$ cat config.mk
export PLATFORM = sky130hd
export DESIGN_NAME = kmp_suffix_prefix_overlap_top
export DESIGN_NICKNAME = d
export VERILOG_FILES = /design/src/hdl/kmp_pkg.sv /design/src/hdl/kmp_ram.sv /design/src/hdl/kmp_suffix_prefix_overlap_top.sv
export SDC_FILE = /design/constraint.sdc
export NUM_CORES = 2
export LEC_CHECK = 0
export ABC_CLOCK_PERIOD_IN_PS = 12800
export BUFFER_PORTS_ARGS = -buffer_cell sky130_fd_sc_hd__buf_2
export CAP_MARGIN = 10
export CORE_ASPECT_RATIO = 0.8
export CORE_MARGIN = 4
export CORE_UTILIZATION = 55
export DETAILED_ROUTE_END_ITERATION = 10
export PLACE_DENSITY = 0.73
export SLEW_MARGIN = 20
export SYNTH_ARGS = -nofsm -noshare
export SYNTH_HDL_FRONTEND = slang
export SYNTH_HIERARCHICAL = 1
export SYNTH_SLANG_ARGS = --single-unit
$ cat constraint.sdc
create_clock -name clk -period 12.8 [get_ports clk]
set_input_delay 2.56 -clock clk [delete_from_list [all_inputs] [get_ports clk]]
set_output_delay 2.56 -clock clk [all_outputs]
set_load 0.05 [all_outputs]
$ cat src/hdl/kmp_pkg.sv
`default_nettype none

package kmp_pkg;

	localparam int SymW = 8;
	localparam int OutLenW = 9;

	typedef enum logic {
		KIND_PATTERN = 1'b0,
		KIND_TEXT    = 1'b1
	} kmp_kind_t;

	typedef enum logic {
		ST_IDLE,
		ST_SEARCH
	} kmp_state_t;

	typedef struct packed {
		kmp_kind_t       kind;
		logic [SymW-1:0] symbol;
		logic            first;
		logic            last;
	} kmp_in_word_t;

	typedef struct packed {
		logic [OutLenW-1:0] overlap_length;
		logic               pattern_overflow;
	} kmp_out_word_t;

endpackage

`default_nettype wire

$ cat src/hdl/kmp_ram.sv
`default_nettype none

// simple dual port ram, one write and one registered read per cycle
module kmp_ram #(
	parameter int Width = 8,
	parameter int Depth = 256
) (
	input  wire logic                     clk,
	input  wire logic                     we,
	input  wire logic [$clog2(Depth)-1:0] waddr,
	input  wire logic [Width-1:0]         wdata,
	input  wire logic                     re,
	input  wire logic [$clog2(Depth)-1:0] raddr,
	output logic      [Width-1:0]         rdata
);

	logic [Width-1:0] mem [Depth];

	always_ff @(posedge clk) begin
		if (we) begin
			mem[waddr] <= wdata;
		end
	end

	// read data holds while re is low
	always_ff @(posedge clk) begin
		if (re) begin
			rdata <= mem[raddr];
		end
	end

endmodule

`default_nettype wire

$ cat src/hdl/kmp_suffix_prefix_overlap_top.sv
`default_nettype none

// Suffix/prefix overlap engine built on the KMP prefix function. Pattern words
// (kind = pattern) come first: each is stored and its failure-table entry is
// computed on the fly; first = 1 starts a new pattern and clears the overflow
// flag and the match length. Up to MAX_PATTERN characters are kept, further
// pattern characters are dropped and pattern_overflow is raised until the next
// pattern start. Text words (kind = text) then run through the matcher; first
// = 1 restarts matching from zero, and the word with last = 1 returns one
// result word holding the length of the longest text suffix that is a prefix of
// the pattern (low 9 bits) plus the overflow flag. A full match falls back
// through the failure table before the next character, so the symbol byte
// carries no in-band separator. Timing: one word at a time; a word is accepted,
// then compared, with a further compare for every failure-table fallback, and
// the fallbacks average out to at most about one per character over a string;
// a dropped pattern character is accepted without a compare. The pace is set
// by the compare/fallback loop around the registered read of the pattern and
// failure memories. The memories need no clearing after reset: only entries
// below the current pattern length are ever used. A result may wait on
// result_ready while the next word is accepted; the last text word after it
// stalls until the result register frees up.
module kmp_suffix_prefix_overlap_top
	import kmp_pkg::*;
#(
	parameter int MAX_PATTERN = 256
) (
	input  wire logic          clk,
	input  wire logic          arst_n,
	input  wire logic          item_valid,
	output logic               item_ready,
	input  wire kmp_in_word_t  item,
	output logic               result_valid,
	input  wire logic          result_ready,
	output kmp_out_word_t      result
);

	localparam int AW = $clog2(MAX_PATTERN);      // memory address width
	localparam int LW = $clog2(MAX_PATTERN + 1);  // lengths up to MAX_PATTERN
	localparam logic [LW-1:0] LenMax = LW'(MAX_PATTERN);

	// control state
	kmp_state_t    state_q, state_d;
	logic [LW-1:0] len_q, len_d;             // stored pattern length
	logic [LW-1:0] match_q, match_d;         // current text match length
	logic          ovf_q, ovf_d;             // pattern overflow flag
	logic [AW-1:0] last_fail_q, last_fail_d; // failure entry of last pattern char

	// word being worked on
	kmp_kind_t     kind_q;
	logic [7:0]    sym_q;
	logic          last_q;
	logic [LW-1:0] j_q, j_d;                 // candidate prefix length
	logic          load_item;

	// memory access
	logic          rd_en;
	logic [LW-1:0] rd_j;
	logic [AW-1:0] pat_raddr, fail_raddr;
	logic [7:0]    pat_rd;
	logic [AW-1:0] fail_rd;
	logic          we;

	// search helpers
	logic          hit;
	logic [LW-1:0] len_eff, j_clamp, j_start, j_fin;
	logic [LW+OutLenW-1:0] j_fin_ext;
	logic          res_load;

	assign item_ready = (state_q == ST_IDLE);

	// pattern byte at j and failure entry at j-1 are fetched together
	assign pat_raddr  = rd_j[AW-1:0];
	assign fail_raddr = AW'(rd_j[AW-1:0] - 1'b1);

	kmp_ram #(
		.Width(8),
		.Depth(MAX_PATTERN)
	) u_pat_ram (
		.clk  (clk),
		.we   (we),
		.waddr(len_q[AW-1:0]),
		.wdata(sym_q),
		.re   (rd_en),
		.raddr(pat_raddr),
		.rdata(pat_rd)
	);

	kmp_ram #(
		.Width(AW),
		.Depth(MAX_PATTERN)
	) u_fail_ram (
		.clk  (clk),
		.we   (we),
		.waddr(len_q[AW-1:0]),
		.wdata(j_fin[AW-1:0]),
		.re   (rd_en),
		.raddr(fail_raddr),
		.rdata(fail_rd)
	);

	always_comb begin
		state_d     = state_q;
		len_d       = len_q;
		match_d     = match_q;
		ovf_d       = ovf_q;
		last_fail_d = last_fail_q;
		j_d         = j_q;
		load_item   = 1'b0;
		rd_en       = 1'b0;
		rd_j        = j_q;
		we          = 1'b0;
		res_load    = 1'b0;
		len_eff     = '0;
		j_clamp     = '0;
		j_start     = '0;
		hit         = (pat_rd == sym_q);
		j_fin       = (hit && (j_q < len_q)) ? LW'(j_q + 1'b1) : j_q;

		unique case (state_q)
			ST_IDLE: begin
				if (item_valid) begin
					load_item = 1'b1;
					if (item.kind == KIND_PATTERN) begin
						len_eff = item.first ? '0 : len_q;
						if (item.first) begin
							len_d   = '0;
							match_d = '0;
							ovf_d   = 1'b0;
						end
						if (len_eff == LenMax) begin
							// store full: drop the character
							ovf_d = 1'b1;
						end else begin
							j_start = (len_eff == '0) ? '0 : LW'(last_fail_q);
							rd_en   = 1'b1;
							rd_j    = j_start;
							j_d     = j_start;
							state_d = ST_SEARCH;
						end
					end else begin
						j_clamp = item.first ? '0 : match_q;
						if (j_clamp > len_q) begin
							j_clamp = len_q;
						end
						// full match: fall back once as if a separator followed
						j_start = ((j_clamp != '0) && (j_clamp == len_q)) ?
							LW'(last_fail_q) : j_clamp;
						rd_en   = 1'b1;
						rd_j    = j_start;
						j_d     = j_start;
						state_d = ST_SEARCH;
					end
				end
			end
			ST_SEARCH: begin
				if (hit || (j_q == '0)) begin
					if (kind_q == KIND_PATTERN) begin
						we          = 1'b1;
						last_fail_d = j_fin[AW-1:0];
						len_d       = LW'(len_q + 1'b1);
						state_d     = ST_IDLE;
					end else if (!(last_q && result_valid && !result_ready)) begin
						match_d  = j_fin;
						res_load = last_q;
						state_d  = ST_IDLE;
					end
				end else begin
					// mismatch: follow the failure link
					j_d   = LW'(fail_rd);
					rd_en = 1'b1;
					rd_j  = LW'(fail_rd);
				end
			end
			default: begin
				state_d = ST_IDLE;
			end
		endcase
	end

	assign j_fin_ext = {{OutLenW{1'b0}}, j_fin};

	always_ff @(posedge clk or negedge arst_n) begin
		if (!arst_n) begin
			state_q      <= ST_IDLE;
			len_q        <= '0;
			match_q      <= '0;
			ovf_q        <= 1'b0;
			last_fail_q  <= '0;
			result_valid <= 1'b0;
		end else begin
			state_q     <= state_d;
			len_q       <= len_d;
			match_q     <= match_d;
			ovf_q       <= ovf_d;
			last_fail_q <= last_fail_d;
			if (res_load) begin
				result_valid <= 1'b1;
			end else if (result_ready) begin
				result_valid <= 1'b0;
			end
		end
	end

	// payload registers
	always_ff @(posedge clk) begin
		if (load_item) begin
			kind_q <= item.kind;
			sym_q  <= item.symbol;
			last_q <= item.last;
		end
		j_q <= j_d;
		if (res_load) begin
			result.overlap_length   <= j_fin_ext[OutLenW-1:0];
			result.pattern_overflow <= ovf_q;
		end
	end

endmodule

`default_nettype wire

==> out/qor.txt <==
final hold violation count = 0
hold_buf cts = 0
fill count = 19.79k
placed inst area = 166900 µm²
first-pass GRT wire length = 590.1 mm
Clock Path Buffers = 4
layout cell share with drive strength beyond 1 = 21.16%
GRT Overall Usage = 26.55%
Max Transition Viols Final = 0
# setup viols final = 0
Mapped Cells = 7846
Synth cell types = 83
area share of the largest cell type after synthesis = 76.17%
PwrDens = 276.1 nW/µm²
routed length per instance = 33.34 µm
I/O Buffers = 26
initial antenna violation count = 19
ANT nets after route = 0
Setup crit start kind = input port
asr flop ratio synth = 0.6954%
drt drc = 0
clock-pin slew on the worst setup and hold paths = 70 ps
CTS tree = yes
Starting Density = 55.34%
critical-path maximum fanout = 88
final core occ = 60.95%
dominant synthesized flop cell = edfxtp_1
Iter 0 DRT Violations = 13.50k
area delta synth->final = 10.13%
status = completed
Required @ worst endpoint = 13530 ps
Synth Net Count = 7882
post-DR vias/cell = 6.842
Worst-Margin Slew = 1253 ps
num rows = 178
Synth Register Bits = 4170
clk_lat worst skew = 900 ps
Placer Congestion = 0.8963
post-synth top area cell = edfxtp_1
crit-path cells = buf_2, nand2b_1, inv_1, ha_1, a211oi_1, nor2_1, a2111o_1, nor2b_1, o21ai_2, mux2_2, o21a_1, ha_1, inv_8, buf_4, mux4_2, mux4_2, nor2_1, a2111oi_1, nor3_1, nor4_2
Clock Root Buffer = clkbuf_16
final setup TNS = 0 ps
largest cells by area after synthesis = edfxtp_1, mux4_2, mux2i_1
Die H = 494.8 µm
EDFF count, synth = 4133
min-delay worst type = reg2reg
CTS sink count = 4170
maxcap violations = 0
total setup buffers inserted after CTS = 0
maximum VDD drop = 384.3 µV
pin count of the biggest net entering global routing = 206
core area = 294400 µm²
reg2reg setup slack = 4860 ps
CP peak stage delay = 1030 ps
Leakage = 55.26 nW
yosys warns = 6
Boundary Pins = 27
synthesized area per cell = 20.77 µm²
commonest non-fill, non-tap cell in the layout = edfxtp_1
cell area after synthesis = 162900 µm²
Die ar. = 305100 µm²
sequential share of the synthesized area = 76.71%
Post-Route WL = 407.9 mm
kind of critical path = in2reg
die width = 616.5 µm
RSZ-0062 raised after global routing = false
commonest cells after routing, fill and taps aside = edfxtp_1, mux4_2, nor2_1
htree depth = 5
Max Fclk = 0.1062 GHz
post-CTS sizing = 0
Final Skew = 56.20 ps
vias in the first global route = 80.93k
period utilization = 73.55%
min cycle time layout = 9415 ps
fin area = 179500 µm²
grt total ovfl = 0
CP bufs+invs = 4
CTS Buf Count = 392
crit end category = flop
hpwl dp = 243.0 mm
CP top delay family = compound AO/OA/AOI/OAI gates
router iterations before antenna repair = 8
slew margin rel. = 15.67%
Final #Nets = 7986
Slowest-stage cell, CP = a2111oi_1
vias = 83.70k
crit path DAT = 10140 ps
Power Total = 49.56 mW
==> cell type report <==
class	count	area [µm²]	area share (%)
sequential	4170	125000	69.65
multi-input combinational	3159	35120	19.57
clock buffer	480	10320	5.749
tap	3960	4955	2.761
clock inverter	225	2170	1.209
timing repair buffer	189	1653	0.9210
inverter	38	209.0	0.1164
antenna	13	32.53	0.01813
==> worst reg2reg max path, cell delays in order, from the launching register on <==
cell and delay [ps]:
edfxtp_1 370, buf_12 520, xnor2_1 370, nand4_1 330, o21ai_0 260, nor2_1 610
nor2_1 320, a222oi_1 440, o21a_1 320, ha_1 340, inv_8 570, buf_4 880
mux4_2 400, mux4_2 230, nor2_1 60, a2111oi_1 1030, nor3_1 380, nor4_2 340
==> registers in the layout, indices dropped and copies added (netlist names), 9 cells and up <==
register,count
u_fail_ram/mem,2048
u_pat_ram/mem,2048
result,10
j_q,9
len_q,9
match_q,9
==> cell usage after synthesis (16+ instances only) <==
master	number
a211oi_1	37
a21oi_1	198
a221oi_1	27
a22o_1	21
a22oi_1	266
buf_1	44
buf_12	16
buf_2	62
buf_4	57
buf_6	43
buf_8	26
clkbuf_1	231
dfrtp_1	29
edfxtp_1	4133
ha_1	21
inv_1	34
mux2i_1	273
mux4_2	908
nand2_1	105
nand2b_1	22
nand3_1	74
nand4_1	29
nor2_1	585
nor2b_1	72
nor3_1	50
nor4_1	49
o211ai_1	22
o21ai_0	57
o221ai_1	93
o22ai_1	58
xnor2_1	22
==> path summary, 6_finish.rpt <==
path                                  endpoint  depth (start not counted)      startpoint
hold reg to reg                 last_fail_q[4]                          2  last_fail_q[4]
max in group asynchronous       last_fail_q[2]                          1          arst_n
min in group asynchronous       last_fail_q[0]                          1          arst_n
setup reg to reg           u_fail_ram/rdata[2]                         17        sym_q[5]
setup / recovery           u_fail_ram/rdata[2]                         20         item[1]
hold / removal                  last_fail_q[4]                          2  last_fail_q[4]
==> cell families after synthesis <==
logic type	count (synthesis)	synth area share, %
fa+ha+maj	21	0.1613
buf+inv	517	1.907
xor+xnor	26	0.1397
mux	1195	14.36
flops	4170	76.71
simple gates	1050	2.946
compound gates	867	3.775
==> through the flow <==
stage | hold WS (ps) | setup WS, ps | std cells
after detailed placement | 510.0 | 2239 | 11515
after floorplan | 425.4 | 104.2 | 7846
final | 551.2 | 3385 | 12234
after CTS | 541.9 | 3234 | 12220
after global routing | 567.3 | 3142 | 12227
after global placement | 500.7 | 2184 | 11515
==> power breakdown <==
part | internal (mW) | switching (mW) | leakage, nW | total (mW)
Clock | 6.50 | 4.89 | 6.10 | 11.4
Sequential | 16.2 | 0.105 | 37.7 | 16.3
Combinational | 7.91 | 13.9 | 11.4 | 21.8
==> layer usage <==
metal  global-route usage (%)  up-vias  part of all wire, %
met5                   0.2802        -                0.040
met4                    6.298        8                  2.6
met3                    8.884      682                   15
met2                    37.27     6139                   44
met1                    40.67    43861                   38
li1                         -    33009                    -
No activity file was read; power rests on OpenSTA's default activity.
